==> config.mk <==
export PLATFORM = sky130hd
export DESIGN_NAME = fcc_front
export DESIGN_NICKNAME = d
export VERILOG_FILES = /design/src/rtl/core/fcc_pkg.sv /design/src/rtl/core/fcc_front.sv
export SDC_FILE = /design/constraint.sdc
export NUM_CORES = 1
export LEC_CHECK = 0
export ABC_AREA = 0
export BUFFER_PORTS_ARGS = -buffer_cell sky130_fd_sc_hd__buf_4
export CAP_MARGIN = 20
export CORE_MARGIN = 3
export CORE_UTILIZATION = 42
export DETAILED_ROUTE_END_ITERATION = 8
export PLACE_DENSITY_LB_ADDON = 0.12
export SLEW_MARGIN = 20
export SYNTH_ARGS = -nofsm -noshare
export SYNTH_HDL_FRONTEND = slang
export SYNTH_SLANG_ARGS = --single-unit
==> constraint.sdc <==
create_clock -name vclk -period 5.9
set_clock_uncertainty 0.2 [all_clocks]
set_input_delay 0.59 -clock vclk [all_inputs]
set_output_delay 0.59 -clock vclk [all_outputs]
set_load 0.05 [all_outputs]
==> src/rtl/core/fcc_pkg.sv <==
// Shared types, register codes and constants for the floor/ceiling texcoord caster.
// Depends on nothing; the front, back, top level, checker and testbench import it.
`timescale 1ns / 1ps

package fcc_pkg;

	localparam int TEX_WIDTH_DEF  = 64;
	localparam int TEX_HEIGHT_DEF = 64;
	localparam int MAX_SCREEN_DEF = 4096;
	localparam int TEX_SIZE_W     = 13;
	localparam int DIM_W          = 14;
	localparam int DIV_NUM_W      = 32;
	localparam int DIV_DEN_W      = 14;
	localparam int MID_DEPTH      = 4;
	localparam int OUT_DEPTH      = 2;

	typedef enum logic [2:0] {
		REG_WINDOW_WIDTH  = 3'd0,
		REG_WINDOW_HEIGHT = 3'd1,
		REG_CAMERA_POS_X  = 3'd2,
		REG_CAMERA_POS_Y  = 3'd3,
		REG_VIEW_DIR_X    = 3'd4,
		REG_VIEW_DIR_Y    = 3'd5,
		REG_CAM_PLANE_X   = 3'd6,
		REG_CAM_PLANE_Y   = 3'd7
	} cfg_reg_e;

	typedef struct packed {
		logic [11:0] pixel_col;
		logic [11:0] pixel_row;
		logic        row_begin;
	} pixel_t;

	typedef struct packed {
		logic [11:0] out_col;
		logic [11:0] floor_row;
		logic [11:0] ceil_row;
		logic [5:0]  texel_u;
		logic [5:0]  texel_v;
		logic        floor_ok;
		logic        ceil_ok;
		logic        horizon_fault;
	} result_t;

	// clamped window sizes and camera registers as the core sees them
	typedef struct packed {
		logic [DIM_W-1:0]  w_c;
		logic [DIM_W-1:0]  h_c;
		logic [23:0]       cam_x;
		logic [23:0]       cam_y;
		logic signed [15:0] dir_x;
		logic signed [15:0] dir_y;
		logic signed [15:0] plane_x;
		logic signed [15:0] plane_y;
	} cfg_t;

	// classified item between front and back
	typedef struct packed {
		logic [11:0]          col;
		logic [11:0]          row;
		logic [11:0]          crow;
		logic                 fok;
		logic                 cok;
		logic                 fault;
		logic                 begin_row;
		logic [DIV_DEN_W-1:0] d2;
	} work_t;

endpackage

==> src/rtl/core/fcc_front.sv <==
// Front part: classifies each pixel against the horizon and the window.
// Depends on fcc_pkg.
`timescale 1ns / 1ps

module fcc_front import fcc_pkg::*; (
	input  cfg_t   cfg,
	input  pixel_t pixel,
	output work_t  work
);

	logic signed [15:0] d2, ceil_r;
	logic               col_in;

	always_comb begin
		d2     = $signed({3'b0, pixel.pixel_row, 1'b0}) - $signed({2'b0, cfg.h_c});
		ceil_r = $signed({2'b0, cfg.h_c}) - $signed({4'b0, pixel.pixel_row}) - 16'sd1;
		col_in = ({2'b0, pixel.pixel_col} < cfg.w_c);

		work.col       = pixel.pixel_col;
		work.row       = pixel.pixel_row;
		work.begin_row = pixel.row_begin;
		work.fault     = (d2 <= 16'sd0);
		work.d2        = d2[DIV_DEN_W-1:0];
		work.crow      = (ceil_r >= 16'sd0) ? ceil_r[11:0] : 12'd0;
		work.fok       = !work.fault && col_in && ({2'b0, pixel.pixel_row} < cfg.h_c);
		work.cok       = !work.fault && col_in && (ceil_r >= 16'sd0)
		                 && (ceil_r < $signed({2'b0, cfg.h_c}));
	end

endmodule

# Word-level counts from Yosys, hierarchy flattened
# Index checks and enable logic that the tools add are counted.
word_totals:
  ff_bits: 0
  latch_bits: 0
  ramBits: 0
  romBits: 0
  inputBits: 165
  output_inout_bits: 54
  wordCells: 14
  memories: 0
op_classes:
  add_sub_neg: 3
  mul: 0
  div_mod_pow: 0
  n_lt_le_gt_ge: 5
  n_eq_ne: 0
  shift: 0
  mux: 1
  n_bitwise: 0
  n_reduce_logical: 5
ops:
  columns: ["cell", "n"]
  rows:
  - ["$lt A12 B14 Y1", 2]
  - ["$ge A16 B1 Y1 const B", 1]
  - ["$lt A16 B15 Y1", 1]
  - ["$sub A15 B2 Y16 const B", 1]
  - ["$le A15 B1 Y1 const B", 1]
  - ["$sub A13 B14 Y15", 1]
  - ["$sub A14 B12 Y15", 1]
  - ["$mux W12", 1]
  - ["$logic_and A1 B1 Y1", 4]
  - ["$logic_not A1 Y1", 1]

# Logic depth before layout (Yosys ltp)
logic_depth:
  depth_word: 6
  ltp_mapped: 18
  ltp_nobuf: 18

# Worst setup path after synthesis
# Ideal clock, no wire load.
synth_timing:
  kind: "input -> output"
  from: "in cfg[112] in the netlist's numbering"
  to: "out work[16] in the netlist's numbering"
  arrival_ns: 4.565
  t_required_ns: 5.110
  path_slack_ns: 0.545
  stages: 17
  n_path_buf: 0
  cell_sequence: "inv_1 ha_1 inv_1 fa_1 a211o_1 a21o_1 o21ai_0 xnor2_1 nor4b_4 nand4_1 a21oi_1 xnor2_1 ha_1 a21oi_1 and3_1 o211ai_1 nor4_2"
synth_lines:
  columns: ["item", "line_no", "source"]
  rows:
  - ["start: declaration", "fcc_front.sv:6", "input cfg_t cfg,"]
  - ["end: declaration", "fcc_front.sv:8", "output work_t work"]

==> metrics.yaml <==
status:
  status: "completed"
sta:
  maxSlewHeadroom_pct: 56.09
  fmax_mhz: 185.2
  fin_tns_setup_ps: 0
  hold_ws_ps: 980.5
  worstMarginPinSlew_ps: 656.6
  hold_viol: 0
  period_minus_slack_ps: 5400
  rsz0062_at_grt: "no"
  report.final.setup_viol: 0
  report.final.slew_viol_count: 0
  period_share_pct: 91.53
critical_path:
  startpoint: "cfg[112]"
  start_kind: "input port"
  crit_fanout: 6
  cp-end-kind: "primary output"
  required_ps: 5110
  arrival_ps: 4610
  critPathKind: "in2out"
clock_network:
  hold_buffers: 0
  post_cts_buffers: 0
  cts_resized: 0
grt:
  first_global_vias: 2713
  grt_pass1_wl_um: 12480
  antenna_found_initial: 0
  grt_max_degree: 14
  grt_usage_pct: 19.54
  overflow: 0
power:
  peakVddDrop_mv: 0.1139
  p_leak_nw: 1.813
  power_density_nw_per_um2: 175.7
  total_power_mw: 0.6068
floorplanning:
  die_h_um: 87.73
  coreArea_um2: 6422
  die_area_um2: 7696
  initial_core_util_pct: 43.68
  die_x_um: 87.73
  rows: 29
  io_pins: 219
route:
  dr.pass1.iters: 4
  ant_nets: 0
  wl_per_cell_um: 14.32
  vias: 3010
  drtIter0Drc: 117
  routed_wl_um: 7919
  drc: 0
  vias_per_cell: 5.443
logic_synthesis:
  yosys_warnings: 0
  syn_nets: 621
  avgSynthCellArea_um2: 6.944
  netlist-cell-type-count: 59
  netlist_instances: 404
  yosysTopAreaCell: "ha_1"
  ys_top_cells_by_area: "ha_1 22%, inv_1 7.6%, buf_4 7.2%"
  netlist_area_um2: 2805
  synthDominantCellAreaShare_pct: 22.30
  ys_seq_area_share_pct: 0
layout:
  nClkBuffers: 0
  drive_gt1_share_pct: 25.00
  seq_cells: 0
  synthToLayoutAreaGrowth_pct: 23.10
  fin_nets: 695
  regArea_um2: 0
  diodes: 0
  fillers: 663
  multi_input_area_um2: 2347
min_path:
  hold_class: "in2out"
  hold_depth: 0
  hp-start: "pixel[0]"
  holdPathEnd: "work[14]"
placement:
  io_buffer_count: 105
  place_hpwl_um: 7040
  place.gp.congestion: 0.8610
job:
  cap_violations: 0
logic make-up after synthesis:
| family | count (synthesis) | synth area share (%) |
|---|---|---|
| XOR/XNOR | 26 | 8.118 |
| buffers and inverters | 91 | 16.32 |
| adder cells (fa/ha/maj) | 52 | 23.73 |
| AND/OR/NAND/NOR | 125 | 24.22 |
| AO/OA/AOI/OAI | 106 | 26.14 |
| multiplexers | 4 | 1.472 |
cell usage in the layout, fill, tap and decap left out, drive strengths merged, types with 2 or more instances in the layout:
master / Yosys / routed
buf: 29 / 106
inv: 57 / 57
ha: 50 / 50
nor2: 30 / 30
a21oi: 27 / 27
nand2: 22 / 22
o21ai: 16 / 16
xnor2: 15 / 15
xor2: 11 / 11
a21o: 11 / 11
nor2b: 10 / 10
nand3: 8 / 8
o211ai: 8 / 8
nand4: 8 / 8
nor3: 7 / 7
nor4: 7 / 7
nand2b: 6 / 6
and3: 6 / 6
a211oi: 6 / 6
or2: 6 / 6
a31oi: 5 / 5
a211o: 4 / 4
o21a: 4 / 4
nand3b: 3 / 3
o31ai: 3 / 3
mux2i: 3 / 3
a311oi: 2 / 2
a2111o: 2 / 2
nand4b: 2 / 2
and2: 2 / 2
a311o: 2 / 2
o2111ai: 2 / 2
nor3b: 2 / 2
a2111oi: 2 / 2
o221ai: 2 / 2
fa: 2 / 2
nor4b: 2 / 2
worst max path at each step:
stage | end | cells past startpoint | slack [ps]
detailed placement | work[16] | 19 | 530
global route | work[16] | 19 | 160
floorplan | work[16] | 17 | 540
global placement | work[16] | 19 | 580
finish | work[16] | 19 | 500
CTS | work[16] | 19 | 520
layout make-up:
| class | instances | share of cell area, % |
|---|---|---|
| multi-input cells | 313 | 67.97 |
| repair buffers | 106 | 23.04 |
| inverters | 57 | 6.196 |
| well taps | 77 | 2.790 |
Yosys cell counts (all sizes together), types with 7 or more instances:
master,number
nand4,8
nor2b,10
a21oi,27
buf,29
o21ai,16
ha,50
xnor2,15
nor3,7
xor2,11
nand3,8
nand2,22
o211ai,8
nor4,7
a21o,11
nor2,30
inv,57
power breakdown:
| group | switching [mW] | leakage [nW] | internal [mW] |
|---|---|---|---|
| logic | 0.392 | 1.81 | 0.215 |
| registers | 0 | 0 | 0 |
| clock network | 0 | 0 | 0 |
stage by stage:
stage	instances	worst slack [ps]	cell area [µm²]	util [%]
after detailed placement	553	532.6	3453	53.77
after CTS	553	524.5	3453	53.77
after global placement	553	583.2	3453	53.77
final	553	499.9	3453	53.77
after global routing	553	156.0	3453	53.77
after floorplan	404	544.8	2805	-
routing by layer:
| layer | global-route usage (%) | wire, µm |
|---|---|---|
| met1 | 30.21 | 3991 |
| met2 | 30.62 | 3399 |
| met3 | 0.7526 | 471 |
| met4 | 2.232 | 56 |
| met5 | 0 | 0 |
worst max-delay path, cell delays in order:
cell and delay (ps):
buf_4 140, inv_1 80, ha_1 200, inv_1 70, fa_1 390, a211o_1 320, a21o_1 210, o21ai_0 220
xnor2_1 190, nor4b_4 420, nand4_1 190, a21oi_1 220, xnor2_1 140, ha_1 260, a21oi_1 170, and3_1 170
o211ai_1 100, nor4_2 280, buf_4 250
(Power assumes the default switching activity.)
