$ cat src/rtl/core/fcc_fifo.sv
// Small register queue used between front and back and at the result side.
// Depends on nothing but its type parameter.
`timescale 1ns / 1ps

module fcc_fifo #(
	parameter type T     = logic,
	parameter int  DEPTH = 2
) (
	input  logic clk,
	input  logic arst_n,
	input  logic wr_en,
	input  T     wr_data,
	input  logic rd_en,
	output T     rd_data,
	output logic full,
	output logic empty
);

	localparam int PTR_W = (DEPTH > 1) ? $clog2(DEPTH) : 1;
	localparam int CNT_W = $clog2(DEPTH + 1);

	T                 mem_q [DEPTH];
	logic [PTR_W-1:0] wptr_q, rptr_q;
	logic [CNT_W-1:0] cnt_q;
	logic             do_wr, do_rd;

	assign full    = (cnt_q == CNT_W'(DEPTH));
	assign empty   = (cnt_q == '0);
	assign do_wr   = wr_en && !full;
	assign do_rd   = rd_en && !empty;
	assign rd_data = mem_q[rptr_q];

	always_ff @(posedge clk or negedge arst_n) begin
		if (!arst_n) begin
			wptr_q <= '0;
			rptr_q <= '0;
			cnt_q  <= '0;
		end else begin
			if (do_wr)
				wptr_q <= (wptr_q == PTR_W'(DEPTH - 1)) ? '0 : wptr_q + 1'b1;
			if (do_rd)
				rptr_q <= (rptr_q == PTR_W'(DEPTH - 1)) ? '0 : rptr_q + 1'b1;
			if (do_wr && !do_rd)
				cnt_q <= cnt_q + 1'b1;
			else if (do_rd && !do_wr)
				cnt_q <= cnt_q - 1'b1;
		end
	end

	always_ff @(posedge clk) begin
		if (do_wr)
			mem_q[wptr_q] <= wr_data;
	end

endmodule

$ cat config.mk
export PLATFORM = sky130hd
export DESIGN_NAME = fcc_fifo
export DESIGN_NICKNAME = d
export VERILOG_FILES = /design/src/rtl/core/fcc_fifo.sv
export SDC_FILE = /design/constraint.sdc
export NUM_CORES = 1
export LEC_CHECK = 0
export ABC_AREA = 1
export BUFFER_PORTS_ARGS = -buffer_cell sky130_fd_sc_hd__buf_2
export CAP_MARGIN = 10
export CORE_AREA = 2 2 39 41
export CTS_CLUSTER_DIAMETER = 100
export CTS_CLUSTER_SIZE = 8
export DETAILED_ROUTE_END_ITERATION = 12
export DIE_AREA = 0 0 41 43
export GPL_TIMING_DRIVEN = 0
export PLACE_DENSITY = 0.48
export SYNTH_ARGS = -nofsm -noshare
export SYNTH_HDL_FRONTEND = slang
export SYNTH_SLANG_ARGS = --single-unit
$ cat constraint.sdc
create_clock -name clk -period 1.4 [get_ports clk]
set_clock_uncertainty 0.1 [all_clocks]
set_input_delay 0.21 -clock clk [delete_from_list [all_inputs] [get_ports clk]]
set_output_delay 0.21 -clock clk [all_outputs]
set_load 0.05 [all_outputs]
Word level (Yosys, flattened, before mapping)
Memories as Yosys holds them, arrays and structs flattened.
Index checks and enable logic that the tools add are counted.
{"block": "word_totals", "reg_bits": 4, "mem_bits_rw": 2, "word_cells": 25, "n_memories": 1}
{"block": "classes", "addsub": 4, "eq_ne": 1, "muxes": 6, "reduce_logical": 10}
{"name": "mem_q", "depth": 2, "width": 1, "read_ports": 1, "rd_ports_with_merged_regs": 0, "write_ports": 1, "line": "22", "source": "T mem_q [DEPTH];"}
{"cell": "logical AND 1 bit", "count": 4}
{"cell": "zero test 1 bit", "count": 4}
{"cell": "two-way mux 1 bit", "count": 4}
{"cell": "two-way mux 2 bit", "count": 2}
{"cell": "adder 1 bit (second input constant)", "count": 2}
{"cell": "adder 2 x 1 -> 2 bit (second input constant)", "count": 1}
{"cell": "== test 2 bit (second input constant)", "count": 1}
{"cell": "zero test 2 bit", "count": 1}
{"cell": "nonzero test 2 bit", "count": 1}
{"cell": "subtractor 2 x 1 -> 2 bit (second input constant)", "count": 1}

Depth between registers and ports, before layout
{"block": "logic_depth", "word_depth": 7, "ltp_mapped": 9}

Worst setup path after synthesis
No wires, ideal clock.
{"block": "synth_path", "path_type": "register to register", "from": "reg cnt_q[0]", "to": "reg cnt_q[1]", "setup_ns": 0.117, "arrival_time_ns": 1.521, "required_time_ns": 1.183, "slack_ns": -0.338, "stages_incl_launch_ff": 8, "period_less_slack_ns": 1.738, "cell_sequence": "dfrtp_1 nor2_2 nor2_2 ha_1 inv_1 nand3_1 nand2_1 nand2_1"}
{"block": "synth_between", "elab_chain_cells": 6, "elab_cells_between_ends": 15}
{"item": "start, declared", "line": "24", "source": "logic [CNT_W-1:0] cnt_q;"}
{"item": "start signal, assigned", "line": "44", "source": "cnt_q <= cnt_q + 1'b1;"}
{"item": "start signal, assigned", "line": "46", "source": "cnt_q <= cnt_q - 1'b1;"}
{"item": "== test 2 bit (*)", "line": "27", "source": "assign full = (cnt_q == CNT_W'(DEPTH));"}
{"item": "net full", "line": "15", "source": "output logic full,"}
{"item": "zero test 1 bit (*)", "line": "29", "source": "assign do_wr = wr_en && !full;"}
{"item": "logical AND 1 bit (*)", "line": "29"}
{"item": "zero test 1 bit", "line": "45", "source": "else if (do_rd && !do_wr)"}
{"item": "logical AND 1 bit", "line": "45"}
{"item": "nonzero test 2 bit (no source line)"}
The timed path passes the listed nets; every way through them passes the cells marked *. The select of a mux whose other input is x is not followed.
A chain may end at the register's enable or synchronous reset.

Worst setup path after layout
{"block": "layout_path", "from": "reg cnt_q[0]", "to": "reg cnt_q[1]"}
{"block": "layout_between", "elab_chain_cells": 6, "elab_cells_between_ends": 15}
{"item": "== test 2 bit / zero test 2 bit (equally long branches)", "line": "27, 28"}
{"item": "zero test 1 bit (on tied branches)", "line": "29, 30"}
{"item": "logical AND 1 bit (on tied branches)", "line": "29, 30"}
{"item": "zero test 1 bit (on tied branches)", "line": "45, 43"}
{"item": "logical AND 1 bit (on tied branches)", "line": "45, 43"}
{"item": "nonzero test 2 bit (no source line) / two-way mux 2 bit (equally long branches)"}
Several ways; a longest one is shown, not always the timed one. The select of a mux whose other input is x is not followed.

==> metrics.md <==
| Metric | Value |
|---|---|
| Share of the synthesized area in the top cell type | `0.3279` |
| Starting density of the core | `0.2206` |
| Synth top area cells | `dfrtp_1 33%, edfxtp_1 20%, nand2_1 15%` |
| Crit Path Class | `reg2reg` |
| Leading cell type by number of instances after synthesis | `nand2_1` |
| EDFF count, synth | `2` |
| Num Clock Sinks | `6` |
| Std cell rows | `14` |
| Min Clock Period, post-route | `1.348 ns` |
| Violation count after the first detailed-route iteration | `3` |
| Crit share post-route | `0.9631` |
| Most used cell, CP | `nand2_1` |
| Synth Register Bits | `6` |
| GRT met2 Usage | `0.09375` |
| Clock Path Buffers | `2` |
| Post-route cell area | `450.4 um^2` |
| Max frequency | `0.7416 GHz` |
| Ordered list of cells on the worst path | `o21ai_2 -> ha_4 -> inv_2 -> nand3_1 -> nand2_1 -> nand2_1` |
| Worst path slowest cell | `dfrtp_2` |
| Antenna diode count | `0` |
| GR Util met3 | `0.01571` |
| Slew Viols, Final | `0` |
| Layout cells sized above 1 | `0.4000` |
| Unrepaired setup endpoints after global routing | `true` |
| Via density | `3.667` |
| Antenna-violating nets left | `0` |
| Worst Setup Start Kind | `register` |
| Via count | `242` |
| Crit path largest cell delay | `0.46 ns` |
| CP arrival | `1.37 ns` |
| Clock Latency Late Sink | `0.23 ns` |
| GRT Residual Overflow | `0` |
| CP bufs+invs | `1` |
| Htree depth | `1` |
| CP Capture Type | `register` |
| Setup_tns | `0 ns` |
| Total track usage | `0.07576` |
| Die H | `43 um` |
| Vias in the first global route | `222` |
| CTS Root Cell | `clkbuf_4` |
| Synthesis Warnings | `0` |
| Core area | `1384 um^2` |
| Layout Utilization | `0.3255` |
| Routed wire length per instance | `8.030 um` |
| Gr busiest metal | `met4` |
| Most common flop cell mapped by yosys | `dfrtp_1` |
| PD cells | `2500 nW/um^2` |
| CTS Buf Count | `3` |
| Max FO, Critical Path | `7` |
| Distinct cells, synth | `12` |
| Chip width | `41 um` |
| Drt pass-1 iters | `4` |
| HPWL after detailed placement | `398.8 um` |
| Final hold viol count | `0` |
| Clock slew at reported path FFs | `0.05 ns` |
| List of most frequent post-synthesis cells | `12 x nand2_1, 8 x inv_1, 4 x dfrtp_1` |
| Post-synth top area cell | `dfrtp_1` |
| Hold WC Path Type | `in2reg` |
| Worst Setup Slack, final | `0.05163 ns` |
| Largest net degree at the start of global routing | `8` |
| Leak Pwr | `0.2234 nW` |
| Tot Pwr | `1.126 mW` |
| Initial antenna violation count | `0` |
| IO Pins | `8` |
| Cell Count, Final, Fillers Out | `66` |
| Sequential share of the synthesized area | `0.5246` |
| Worst VDD drop | `1.084 mV` |
| Slew Limit Headroom | `0.8249` |
| Met1 Resource Use GR | `0.08852` |
| Max-cap violations | `0` |
| Crit-path leading delay family | `flip-flops` |
| Mapped Area | `305.3 um^2` |
| Nets | `57` |
| First-pass GRT wire length | `821 um` |
| CTS tree | `yes` |
| Final wirelength | `530 um` |
| Post-Synthesis Cells | `37` |
| Status | `finished clean` |
| Total placed cells including tap cells | `60` |
| Pre-CTS setup slack | `-0.1177 ns` |
| Worst endpoint required time | `1.42 ns` |
| Ys async rst share | `0.6667` |
| Die area | `1763 um^2` |
| Gp weighted congestion | `0.7530` |
| I/O Buffers | `7` |
| Mapped Avg Cell Area | `8.251 um^2` |
| Net Count, Synth | `43` |
| DR DRC count | `0` |
| Setup violations, final | `0` |
| Area delta synth->final | `47.54%` |
| Placement Cell Area | `369.1 um^2` |
| Least-Margin Pin Slew | `0.2598 ns` |
| Worst Hold Slack | `0.06151 ns` |
## cell type report
class                      instances  area (um^2)
clock buffer                       4        26.28
tap                               16        20.02
timing repair buffer               9        67.56
sequential                         6        162.7
fill                             147        933.4
multi-input combinational         23        143.9
inverter                           8        30.03
## per-layer routing
metal	up-vias	wire length [um]
li1	138	-
met1	97	256
met2	7	249
met3	0	23
met4	0	0
met5	-	0
## state kept, by name, indices dropped and copies added, names as in the netlist
register  count
cnt_q         2
mem_q         2
rptr_q        1
wptr_q        1
## where the power goes
group	switching (mW)	leakage [nW]	total, mW	internal (mW)
Combinational	0.366	0.144	0.607	0.241
Clock	0.0590	0.0150	0.167	0.108
Sequential	0.0867	0.0644	0.352	0.266
Total	0.512	0.223	1.13	0.614
## logic make-up (layout without fill, tap and decap cells)
family / after synthesis / after routing / share of synthesized area
AND/OR/NAND/NOR: 19 / 19 / 0.2746
adder cells (fa/ha/maj): 1 / 1 / 0.04098
AO/OA/AOI/OAI: 2 / 2 / 0.03279
buffers and inverters: 8 / 21 / 0.09836
XOR/XNOR: 1 / 1 / 0.02869
flip-flops: 6 / 6 / 0.5246
## placed cells by master (no fill, tap or decap), drive strengths merged, types with 2 or more instances in the layout
cell type	count
nand2	12
edfxtp	2
dfrtp	4
inv	8
buf	8
clkbuf	4
o21ai	2
nor2	4
## final timing paths
path / endpoint / depth (start not counted) / slack [ns] / start
hold / removal: mem_q[1] / 1 / 0.06 / wr_data
setup reg to reg: cnt_q[1] / 6 / 0.05 / cnt_q[0]
hold reg to reg: wptr_q / 2 / 0.39 / wptr_q
max in group asynchronous: cnt_q[1] / 2 / 0.87 / arst_n
min in group asynchronous: wptr_q / 2 / 0.19 / arst_n
setup / recovery: cnt_q[1] / 6 / 0.05 / cnt_q[0]
## timing repair
action | 4_1_cts | 5_1_grt
setup endpoints to repair | 3 | 5
endpoints found under the hold margin | 4 | 0
hold buffers | 1 | 0
gates resized for setup | 2 | 11
buffers inserted | 0 | 1
(Power assumes the default switching activity.)
